==> src/rrqs_pkg.sv <==
// Shared codes, widths and reset values for the round-robin quantum scheduler.
package rrqs_pkg;

   localparam int ACTION_W   = 2;
   localparam int ID_W       = 4;
   localparam int STATUS_W   = 2;
   localparam int QUANTUM_W  = 16;

   localparam logic [ACTION_W-1:0] ACT_TICK    = 2'd0;
   localparam logic [ACTION_W-1:0] ACT_CREATE  = 2'd1;
   localparam logic [ACTION_W-1:0] ACT_EXIT    = 2'd2;
   localparam logic [ACTION_W-1:0] ACT_SET_PRI = 2'd3;

   localparam logic [STATUS_W-1:0] ST_OK      = 2'd0;
   localparam logic [STATUS_W-1:0] ST_NO_SLOT = 2'd1;
   localparam logic [STATUS_W-1:0] ST_HALTED  = 2'd2;

   localparam logic [QUANTUM_W-1:0] QUANTUM_RESET = 16'd100;

   // slots are searched for a free entry in groups of this many
   localparam int GROUP_W = 16;

endpackage

==> src/round_robin_quantum_scheduler.sv <==
// Round-robin time-slice thread scheduler: top level.
//
// One request is taken per clock unless a waiting response is stalled; its response is
// presented in the output register the cycle after the transfer, and a new request is
// taken in the same cycle that a waiting response transfers, so the sustained rate is one
// item per cycle while rsp_ready is held, set by the single read-modify-write of the ready
// FIFO memory and the priority memory per item. Both memories have registered reads; the
// FIFO head is prefetched every cycle and the priority of the next running slot is read at
// the transfer, with write bypass where the same entry is written in that cycle. No clearing
// pass is needed after reset. The quantum register is sampled at each counter reload.
module round_robin_quantum_scheduler #(
   parameter int MAX_THREADS = 16
) (
   input  logic                             clock,
   input  logic                             reset,
   input  logic                             csr_wr_en,
   input  logic [rrqs_pkg::QUANTUM_W-1:0]   csr_wr_data,
   input  logic                             req_valid,
   output logic                             req_ready,
   input  logic [rrqs_pkg::ACTION_W-1:0]    req_action,
   input  logic                             req_priority_value,
   output logic                             rsp_valid,
   input  logic                             rsp_ready,
   output logic [rrqs_pkg::ID_W-1:0]        rsp_running_id,
   output logic                             rsp_switched,
   output logic [rrqs_pkg::ID_W-1:0]        rsp_new_slot,
   output logic [rrqs_pkg::STATUS_W-1:0]    rsp_status,
   output logic                             rsp_running_priority
);

   localparam int SW  = $clog2(MAX_THREADS);
   localparam int CW  = $clog2(MAX_THREADS + 1);
   localparam int GW  = rrqs_pkg::GROUP_W;
   localparam int NG  = (MAX_THREADS + GW - 1) / GW;
   localparam int GSW = (NG > 1) ? $clog2(NG) : 1;
   localparam int IW  = rrqs_pkg::ID_W;

   // control state
   logic [MAX_THREADS-1:0]          busy_ff, busy_in;
   logic [SW-1:0]                   head_ff, head_in;
   logic [SW-1:0]                   tail_ff, tail_in;
   logic [CW-1:0]                   count_ff, count_in;
   logic [SW-1:0]                   current_ff, current_in;
   logic [rrqs_pkg::QUANTUM_W-1:0]  ticks_ff, ticks_in;
   logic [rrqs_pkg::QUANTUM_W-1:0]  quantum_ff;
   logic                            halted_ff, halted_in;
   logic                            p0_written_ff;
   logic                            rsp_valid_ff;

   // memories and their read registers
   logic [SW-1:0]  fifo_mem [MAX_THREADS];
   logic           prio_mem [MAX_THREADS];
   logic [SW-1:0]  head_q_ff;
   logic           prio_q_ff;
   logic           prio_unset_ff;

   // response register
   logic [IW-1:0]                  rsp_id_ff;
   logic                           rsp_switched_ff;
   logic [IW-1:0]                  rsp_new_slot_ff;
   logic [rrqs_pkg::STATUS_W-1:0]  rsp_status_ff;

   logic                           accept;
   logic                           pop;
   logic                           push_en;
   logic                           push_ok;
   logic [SW-1:0]                  push_data;
   logic [CW-1:0]                  count_mid;
   logic                           prio_we;
   logic [SW-1:0]                  prio_wa;
   logic                           prio_wd;
   logic                           switched;
   logic [SW-1:0]                  new_slot;
   logic [rrqs_pkg::STATUS_W-1:0]  status;

   // lowest free slot search
   logic [NG*GW-1:0]               busy_pad;
   logic [NG-1:0]                  group_free;
   logic [GSW-1:0]                 group_sel;
   logic [GW-1:0]                  group_word;
   logic [3:0]                     bit_sel;
   logic [GSW+3:0]                 free_full;
   logic [SW-1:0]                  free_slot;
   logic                           any_free;

   logic [SW+IW-1:0]               id_wide;
   logic [SW+IW-1:0]               new_wide;

   assign req_ready = !rsp_valid_ff || rsp_ready;
   assign accept    = req_valid && req_ready;

   always_comb begin
      busy_pad = '1;
      busy_pad[MAX_THREADS-1:0] = busy_ff;
      for (int g = 0; g < NG; g++) begin
         group_free[g] = ~&busy_pad[g*GW +: GW];
      end
      group_sel = '0;
      for (int g = NG - 1; g >= 0; g--) begin
         if (group_free[g]) begin
            group_sel = GSW'(g);
         end
      end
      group_word = busy_pad[group_sel*GW +: GW];
      bit_sel = '0;
      for (int b = GW - 1; b >= 0; b--) begin
         if (!group_word[b]) begin
            bit_sel = 4'(b);
         end
      end
      free_full = {group_sel, bit_sel};
      free_slot = free_full[SW-1:0];
      any_free  = |group_free;
   end

   function automatic logic [SW-1:0] next_index(input logic [SW-1:0] i);
      next_index = (i == SW'(MAX_THREADS - 1)) ? '0 : i + 1'b1;
   endfunction

   always_comb begin
      busy_in    = busy_ff;
      current_in = current_ff;
      ticks_in   = ticks_ff;
      halted_in  = halted_ff;
      pop        = 1'b0;
      push_en    = 1'b0;
      push_data  = current_ff;
      prio_we    = 1'b0;
      prio_wa    = current_ff;
      prio_wd    = req_priority_value;
      switched   = 1'b0;
      new_slot   = '0;
      status     = rrqs_pkg::ST_OK;

      if (accept && !halted_ff) begin
         case (req_action)
            rrqs_pkg::ACT_TICK: begin
               if (ticks_ff <= rrqs_pkg::QUANTUM_W'(1)) begin
                  ticks_in = quantum_ff;
                  if (count_ff != '0) begin
                     pop        = 1'b1;
                     push_en    = 1'b1;
                     push_data  = current_ff;
                     current_in = head_q_ff;
                     switched   = 1'b1;
                  end
               end else begin
                  ticks_in = ticks_ff - 1'b1;
               end
            end
            rrqs_pkg::ACT_CREATE: begin
               if (any_free) begin
                  busy_in[free_slot] = 1'b1;
                  prio_we   = 1'b1;
                  prio_wa   = free_slot;
                  push_en   = 1'b1;
                  push_data = free_slot;
                  new_slot  = free_slot;
               end else begin
                  status = rrqs_pkg::ST_NO_SLOT;
               end
            end
            rrqs_pkg::ACT_EXIT: begin
               busy_in[current_ff] = 1'b0;
               ticks_in = quantum_ff;
               if (count_ff != '0) begin
                  pop        = 1'b1;
                  current_in = head_q_ff;
                  switched   = 1'b1;
               end else begin
                  halted_in = 1'b1;
               end
            end
            rrqs_pkg::ACT_SET_PRI: begin
               prio_we = 1'b1;
               prio_wa = current_ff;
            end
            default: begin
               status = rrqs_pkg::ST_OK;
            end
         endcase
      end

      // pop happens before push, so a full check uses the count after the pop
      count_mid = pop ? count_ff - 1'b1 : count_ff;
      push_ok   = push_en && (count_mid != CW'(MAX_THREADS));
      head_in   = pop ? next_index(head_ff) : head_ff;
      tail_in   = push_ok ? next_index(tail_ff) : tail_ff;
      count_in  = push_ok ? count_mid + 1'b1 : count_mid;

      id_wide  = {{IW{1'b0}}, current_in};
      new_wide = {{IW{1'b0}}, new_slot};
   end

   always_ff @(posedge clock) begin
      if (reset) begin
         busy_ff       <= MAX_THREADS'(1);
         head_ff       <= '0;
         tail_ff       <= '0;
         count_ff      <= '0;
         current_ff    <= '0;
         ticks_ff      <= rrqs_pkg::QUANTUM_RESET;
         quantum_ff    <= rrqs_pkg::QUANTUM_RESET;
         halted_ff     <= 1'b0;
         p0_written_ff <= 1'b0;
         rsp_valid_ff  <= 1'b0;
      end else begin
         busy_ff    <= busy_in;
         head_ff    <= head_in;
         tail_ff    <= tail_in;
         count_ff   <= count_in;
         current_ff <= current_in;
         ticks_ff   <= ticks_in;
         halted_ff  <= halted_in;
         if (csr_wr_en) begin
            quantum_ff <= csr_wr_data;
         end
         if (prio_we && prio_wa == '0) begin
            p0_written_ff <= 1'b1;
         end
         if (accept) begin
            rsp_valid_ff <= 1'b1;
         end else if (rsp_ready) begin
            rsp_valid_ff <= 1'b0;
         end
      end
   end

   // ready FIFO: head entry prefetched every cycle, bypassed on a same-entry write
   always_ff @(posedge clock) begin
      if (push_ok) begin
         fifo_mem[tail_ff] <= push_data;
      end
      if (push_ok && tail_ff == head_in) begin
         head_q_ff <= push_data;
      end else begin
         head_q_ff <= fifo_mem[head_in];
      end
   end

   // priority store: read of the next running slot at each transfer
   always_ff @(posedge clock) begin
      if (prio_we) begin
         prio_mem[prio_wa] <= prio_wd;
      end
      if (accept) begin
         if (prio_we && prio_wa == current_in) begin
            prio_q_ff <= prio_wd;
         end else begin
            prio_q_ff <= prio_mem[current_in];
         end
         // slot 0 reads as low priority until its entry is first written
         prio_unset_ff <= (current_in == '0) && !p0_written_ff &&
                          !(prio_we && prio_wa == '0);
      end
   end

   always_ff @(posedge clock) begin
      if (accept) begin
         if (halted_in) begin
            rsp_id_ff       <= '0;
            rsp_switched_ff <= 1'b0;
            rsp_new_slot_ff <= '0;
            rsp_status_ff   <= rrqs_pkg::ST_HALTED;
         end else begin
            rsp_id_ff       <= id_wide[IW-1:0];
            rsp_switched_ff <= switched;
            rsp_new_slot_ff <= new_wide[IW-1:0];
            rsp_status_ff   <= status;
         end
      end
   end

   assign rsp_valid            = rsp_valid_ff;
   assign rsp_running_id       = rsp_id_ff;
   assign rsp_switched         = rsp_switched_ff;
   assign rsp_new_slot         = rsp_new_slot_ff;
   assign rsp_status           = rsp_status_ff;
   assign rsp_running_priority = prio_q_ff && !prio_unset_ff &&
                                 (rsp_status_ff != rrqs_pkg::ST_HALTED);

endmodule

==> config.mk <==
export PLATFORM = sky130hd
export DESIGN_NAME = round_robin_quantum_scheduler
export DESIGN_NICKNAME = d
export VERILOG_FILES = /design/src/rrqs_pkg.sv /design/src/round_robin_quantum_scheduler.sv
export SDC_FILE = /design/constraint.sdc
export NUM_CORES = 1
export LEC_CHECK = 0
export BUFFER_PORTS_ARGS = -buffer_cell sky130_fd_sc_hd__buf_2
export CAP_MARGIN = 20
export CORE_MARGIN = 3
export CORE_UTILIZATION = 66
export DETAILED_ROUTE_END_ITERATION = 7
export PLACE_DENSITY = 0.85
export SYNTH_ARGS = -nofsm -noshare
export SYNTH_HDL_FRONTEND = slang
export SYNTH_SLANG_ARGS = --single-unit
==> constraint.sdc <==
create_clock -name clock -period 6.15 [get_ports clock]
set_clock_uncertainty 0.05 [all_clocks]
set_input_delay 0.3075 -clock clock [delete_from_list [all_inputs] [get_ports clock]]
set_output_delay 0.3075 -clock clock [all_outputs]
set_load 0.01 [all_outputs]
==> impl_metrics.ini, run 1 <==
[layout]
final_layout_size_suffix_gt1_share_pct = 13.5
diodes = 0
synthToLayoutAreaGrowth_pct = 10.3
regArea_um2 = 4230
stdcell_area_um2 = 8520
nFillCells = 704
number_of_nets_in_the_layout = 757
multi_input_area_um2 = 3220

[power]
comb_power_share_pct = 5.7
p_switching_mw = 0.548
p_int_mw = 1.87
p_seq_share_pct = 49.4
clockPowerShare_pct = 44.9
vdd_drop_max_mv = 0.300
powerDensity_nw_per_um2 = 284
static-leakage-power_nw = 2.98
total_chip_power_mw = 2.42
fraction_of_power_spent_switching_nets_pct = 22.6

[synth]
synth.ff_latch_count = 165
synth.area.mux_share_pct = 9.84
synth_area_per_cell_um2 = 11.1
largest_family_of_logic_cells_by_synthesized_area = simple AND/OR/NAND/NOR gates
post_synth_fa_ha_maj_area_fraction_pct = 1.62
synth_edf_count = 93
postSynth.asyncResetShare_pct = 0
syn-num-nets = 732
netlist_instances = 698
synth_compound_area_share_pct = 12.6
synthesis.area_um2 = 7720
ys.warnings.count = 0
yosys.area_share.xor_xnor_pct = 1.47
synth_simple_gate_area_share_pct = 16.1
synth_top_flop_cell = edfxtp_1
yosysSeqAreaShare_pct = 54.8
synthDistinctLibCells = 66

[cts]
post_cts.resized_instances = 0
clk_path_buf_depth = 2
cts-buffers-inserted = 17
cts_hold_buf = 0
tritoncts = built
clock_sink_count = 165
cts.clk_slew.worst_paths_ns = 0.06
htree_num_levels = 4
insertion_delay_ns = 0.43
postCtsSetupRepairBufs = 0
clockRootBuffer = clkbuf_16

[drt]
vias_per_cell = 6.63
dr_vias = 5806
postRouteWirelength_um = 18300
final_antenna_net_count = 0
drt-initial-drc-count = 823
route.detailed.wl_per_inst_um = 20.9
remaining_drc_errors = 0
dr.pass1.iters = 7

[timing]
finalSetupViolations = 0
rsz_0062_raised_after_global_routing = false
timing_max_transition_violations_final = 0
max_slew.worst_pin.slew_ns = 1.03
slew_headroom_pct = 30.9
min_period_over_period_pct = 72.4
setup_tns_ns = 0
maxClockFrequency_mhz = 224
final.min_clock_period_ns = 4.46
finalHoldViolations = 0

[setup_path]
crit_start_category = flop
cp.required_ns = 6.16
crit_fanout = 30
arrival_ns = 4.47
critPathCaptureType = flop
worst-setup-path-type = flop to flop

[outcome]
status = completed

[grt]
overflow = 0
first_pass_grt_wire_length_um = 29600
antenna_violations_before_repair = 0
grt.total_usage_pct = 29.6
grt_max_degree = 69
grt_pass1_vias = 5655

[floorplan]
fp-row-count = 38
floorplan.initialDensity_pct = 69.4
design.die.area_um2 = 13000
dieWidth_um = 114
fp.dieH_um = 114
core-area_um2 = 11100
floorplan.io_pins = 38

[place]
detailed_place.area_um2 = 7910
place.gp.congestion = 0.889
dp_hpwl_um = 11500
port_buffers = 37

[worst_hold_path]
min-delay-path-class = primary input to flop

[run]
maxCapViolations = 0
==> per-stage QoR <==
stage | setup WS [ns] | util, % | cells | hold WS, ns
floorplan | 2.71 | - | 698 | 0.356
global placement | 2.41 | 71.1 | 844 | 0.414
detailed placement | 1.98 | 71.1 | 844 | 0.416
CTS | 1.80 | 76.6 | 876 | 0.0328
global route | 1.49 | 76.6 | 876 | 0.0394
finish | 1.69 | 76.6 | 876 | 0.0398
==> cells in the final DEF, fill, tap and decap left out, types with 5 or more instances in the layout <==
master / instances
a211o_1: 5
a211oi_1: 19
a21oi_1: 45
a22oi_1: 9
a31oi_1: 6
buf_2: 37
clkbuf_16: 17
dfxtp_1: 72
edfxtp_1: 93
ha_1: 10
inv_1: 17
mux2i_1: 25
mux4_1: 11
mux4_2: 6
nand2_1: 56
nand2b_1: 9
nand3_1: 22
nand4_1: 11
nor2_1: 89
nor2b_1: 25
nor3_1: 17
o21ai_0: 36
o31ai_1: 6
xnor2_1: 10
==> routing by layer <==
| layer | track usage (%) | vias up | share of wire (%) |
|---|---|---|---|
| met5 | 0 | - | 0 |
| met3 | 6.82 | 83 | 6.7 |
| met4 | 12.5 | 0 | 4.3 |
| met2 | 49.1 | 312 | 50 |
| met1 | 37.6 | 2785 | 39 |
| li1 | - | 2626 | - |
==> Yosys cell counts (4+ instances only) <==
| master | instances | share of area, % |
|---|---|---|
| nor2b_1 | 25 | 2.0 |
| a31oi_1 | 6 | 0.49 |
| ha_1 | 10 | 1.6 |
| nand4_1 | 11 | 0.89 |
| edfxtp_1 | 93 | 36 |
| mux4_2 | 6 | 1.8 |
| nand3_1 | 22 | 1.4 |
| inv_1 | 17 | 0.83 |
| a21oi_1 | 45 | 2.9 |
| buf_2 | 5 | 0.32 |
| nand2_1 | 56 | 2.7 |
| clkbuf_1 | 20 | 0.97 |
| a211o_1 | 5 | 0.57 |
| a211oi_1 | 19 | 1.8 |
| xnor2_1 | 10 | 1.1 |
| mux2i_1 | 25 | 3.2 |
| o21ai_0 | 36 | 2.3 |
| a22oi_1 | 9 | 0.88 |
| mux4_1 | 11 | 3.7 |
| o31ai_1 | 6 | 0.58 |
| nor2_1 | 89 | 4.3 |
| a21o_1 | 4 | 0.39 |
| dfxtp_1 | 72 | 19 |
| nor3_1 | 17 | 1.1 |
| nand2b_1 | 9 | 0.73 |
==> path summary, 6_finish.rpt <==
kind / start / endpoint / cells past startpoint / slack, ns
max: ticks_ff[0] / fifo_mem[1][2] / 12 / 1.69
min: csr_wr_data[2] / quantum_ff[2] / 2 / 0.04
max reg2reg: ticks_ff[0] / fifo_mem[1][2] / 12 / 1.69
min reg2reg: ticks_ff[1] / ticks_ff[1] / 2 / 0.42
==> area by class of cell <==
type	count	share of cell area, %
Timing Repair Buffer	41	2.53
Sequential cell	165	49.7
Multi-Input combinational cell	479	37.8
Clock inverter	15	2.09
Inverter	19	0.837
Tap cell	140	2.06
Clock buffer	17	4.99
==> worst max-delay path, cell delays in order, from the launching register on <==
cell,delay (ns)
dfxtp_1,0.39
inv_1,0.11
ha_1,0.31
or2_1,0.28
a41oi_1,0.33
nor4_4,0.07
buf_4,0.27
xnor2_1,0.50
inv_1,0.12
ha_1,0.24
a41oi_2,0.55
nand2_1,0.27
nor3_1,0.60
==> flip-flops by register name (all words and copies together), names as in the netlist, named ones only <==
name	flops
fifo_mem	64
quantum_ff	16
ticks_ff	16
p0_written_ff	1
current_ff	4
count_ff	5
prio_unset_ff	1
rsp_running_id	4
rsp_valid	1
rsp_new_slot	4
halted_ff	1
prio_mem	16
busy_ff	16
rsp_status	2
prio_q_ff	1
tail_ff	4
head_ff	4
rsp_switched	1
==> power groups by stage <==
stage	Clock [mW]	Combinational, mW	Sequential (mW)
after global routing	1.13	0.152	1.20
after global placement	0	0.125	1.22
after detailed placement	0	0.133	1.22
after CTS	1.09	0.137	1.20
final	1.09	0.138	1.20
after floorplan	0	0.0934	1.22
==> logic make-up after synthesis <==
kind of cell | Yosys count
AOI/OAI and AO/OA | 153
xor gates and xnor gates | 13
adders and majority gates | 10
buffers and inverters | 54
DFF | 165
muxes | 48
and+or+nand+nor | 255
No activity file was read; power rests on OpenSTA's default activity.
==> inputs of run 2 (changes only) <==
Settings changed: ABC_AREA set to 1, CORE_UTILIZATION 66 to 62, PLACE_DENSITY 0.85 to 0.8.
Clock period 6.15 ns to 4.1 ns, I/O delays scaled along.
==> run 2 against run 1 <==
  * Via count up 15%
  * Core utilization down 3.1 points
  * Wire length down 0.42%
  * Sequential cell count unchanged
  * Register-to-register slack worse by 0.96 ns
  * Cell count up 39%
  * Largest power group unchanged
==> impl_metrics.ini, run 2 <==
[place]
pre_cts_ws_ns = 0.777
dp_hpwl_um = 12100
place.gp.congestion = 0.921
port_buffers = 37
detailed_place.area_um2 = 8310

[setup_path]
worst-setup-path-type = flop to flop
cp.required_ns = 4.14
cpMaxStageDelayCell = nor2_2
worstReg2RegEnd = fifo_mem[1][0]
path_cells = nand2_2 > nand3b_1 > nor2_2 > nand2_1 > inv_1 > nand2_2 > nor2_2 > xor2_1 > inv_1 > nand3_1 > o21ai_2 > buf_4 > clkinv_2 > nand2_1 > nor2_1
reg2reg_depth = 15
arrival_ns = 3.40
crit_start_category = flop
critical_path_cell_count = 15
setup.reg_to_reg.worst_slack_ns = 0.74
crit_buf_inv = 4
family_with_the_most_delay_on_the_worst_path = simple AND/OR/NAND/NOR gates
timing.rr.start = rsp_valid
critPathCaptureType = flop
crit_fanout = 13
timing.critical_path.slowest_cell_delay_ns = 0.44

[grt]
antenna_violations_before_repair = 0
overflow = 0
first_pass_grt_wire_length_um = 29700
grt_pass1_vias = 6155
grt.total_usage_pct = 26.2
grt_max_degree = 36

[power]
powerDensity_nw_per_um2 = 419
static-leakage-power_nw = 3.81
vdd_drop_max_mv = 0.287

[synth]
synth_area_per_cell_um2 = 8.07
ys.warnings.count = 0
netlist_instances = 994
yosysTopAreaCell = edfxtp_1
synthDistinctLibCells = 40
synth_top_flop_cell = edfxtp_1
yosysSeqAreaShare_pct = 52.8
synth.ff_latch_count = 165
synth_edf_count = 93
syn-num-nets = 1028
synth_most_common_cell = nand2_1
postSynth.asyncResetShare_pct = 0
post_synth_main_area_contributors = edfxtp_1 (35%), dfxtp_1 (18%), nand2_1 (12%)
synthesis.area_um2 = 8030
synth_top_cell_area_share_pct = 34.8
synthTopCellsByCount = nand2_1 (256), inv_1 (126), nor2_1 (119)

[drt]
route.detailed.wl_per_inst_um = 15.0
final_antenna_net_count = 0
remaining_drc_errors = 0
vias_per_cell = 5.50
postRouteWirelength_um = 18300
dr_vias = 6702
dr.pass1.iters = 5
drt-initial-drc-count = 711

[worst_hold_path]
hp-start = csr_wr_data[4]
worst_hold_endpoint = quantum_ff[4]
min-delay-path-class = primary input to flop
hold_path_depth = 3

[cts]
cts.clk_slew.worst_paths_ns = 0.06
postCtsSetupRepairBufs = 0
htree_num_levels = 4
tritoncts = built
cts-buffers-inserted = 17
clk_path_buf_depth = 2
insertion_delay_ns = 0.43
clock_sink_count = 165
clockRootBuffer = clkbuf_16

[timing]
slew_headroom_pct = 31.8
finalHoldViolations = 0
rsz_0062_raised_after_global_routing = false
maxClockFrequency_mhz = 298
timing_max_transition_violations_final = 0
timing.final.ws_setup_ns = 0.739
max_slew.worst_pin.slew_ns = 1.02
final.min_clock_period_ns = 3.36
setup_tns_ns = 0
finalSetupViolations = 0
min_period_over_period_pct = 82.0

[layout]
regMostFlops = fifo_mem
diodes = 0
final_layout_size_suffix_gt1_share_pct = 8.94
synthToLayoutAreaGrowth_pct = 12.7
nFillCells = 965
stdcell_area_um2 = 9040
number_of_nets_in_the_layout = 1072
layout_commonest_cell = nand2_1
mostFrequentLayoutCells = nand2_1 (256), inv_1 (126), nor2_1 (119)
largest_register_ffs = 64

[floorplan]
fp.dieH_um = 120
fp-row-count = 40
floorplan.initialDensity_pct = 65.2
design.die.area_um2 = 14300
core-area_um2 = 12300
dieWidth_um = 120
floorplan.io_pins = 38

[run]
maxCapViolations = 0

[outcome]
status = completed
==> run 2: logic make-up after synthesis <==
kind of cell	Yosys count	share of synthesized area, %
adder cells (fa/ha/maj)	10	1.56
AND/OR/NAND/NOR	510	27.1
XOR/XNOR	10	1.19
AO/OA/AOI/OAI	139	9.50
flip-flops	165	52.8
buffers and inverters	160	7.86
==> run 2: per-layer routing <==
| layer | track usage, % | up-vias | wire, µm |
|---|---|---|---|
| met5 | 0 | - | 0 |
| met4 | 12.7 | 0 | 530 |
| met3 | 4.76 | 47 | 1410 |
| met2 | 41.3 | 288 | 8620 |
| met1 | 35.0 | 3030 | 7700 |
| li1 | - | 3337 | - |
==> run 2: cell type report <==
type	count	area, µm²	share of cell area [%]
Multi-Input combinational cell	669	3160	34.9
Sequential cell	165	4230	46.8
Tap cell	168	210	2.32
Clock inverter	13	159	1.76
Timing Repair Buffer	56	363	4.01
Clock buffer	19	433	4.79
Inverter	129	485	5.37
==> run 2: worst max path at each step <==
stage                            from  slack (ns)               to
after CTS                   rsp_valid        0.75   fifo_mem[1][2]
final                       rsp_valid        0.74   fifo_mem[1][0]
after global placement      rsp_ready        0.93   fifo_mem[4][1]
after global routing        rsp_valid        0.41   fifo_mem[0][0]
after detailed placement    rsp_ready        0.78   fifo_mem[1][2]
after floorplan           count_ff[0]        1.53  fifo_mem[10][0]
==> run 2: what timing repair did <==
item | 4_1_cts | 5_1_grt
hold buffers | 14 | 0
setup endpoints to repair | 0 | 0
gates resized for setup | 0 | 0
endpoints found under the hold margin | 14 | 0
==> run 2: per-stage QoR <==
step / hold slack (ns) / instances / power, mW / util, %
2_1_floorplan: 0.254 / 994 / 2.11 / -
3_3_place_gp: 0.365 / 1173 / 2.21 / 67.5
3_5_place_dp: 0.369 / 1173 / 2.22 / 67.5
4_1_cts: 0.00253 / 1219 / 3.79 / 73.5
5_1_grt: 0.0448 / 1219 / 3.93 / 73.5
6_report: 0.00676 / 1219 / 3.79 / 73.5
==> run 2: tightest hold or removal path, stage by stage <==
cell and delay [ns]:
buf_2 0.07, o21ai_0 0.07, a21oi_1 0.10
==> run 2: power by group <==
part	leakage, nW	internal (mW)	total [mW]	switching, mW
registers	1.45	1.80	1.83	0.0330
logic	2.08	0.116	0.374	0.258
clock network	0.276	0.953	1.58	0.629
total	3.81	2.87	3.79	0.921
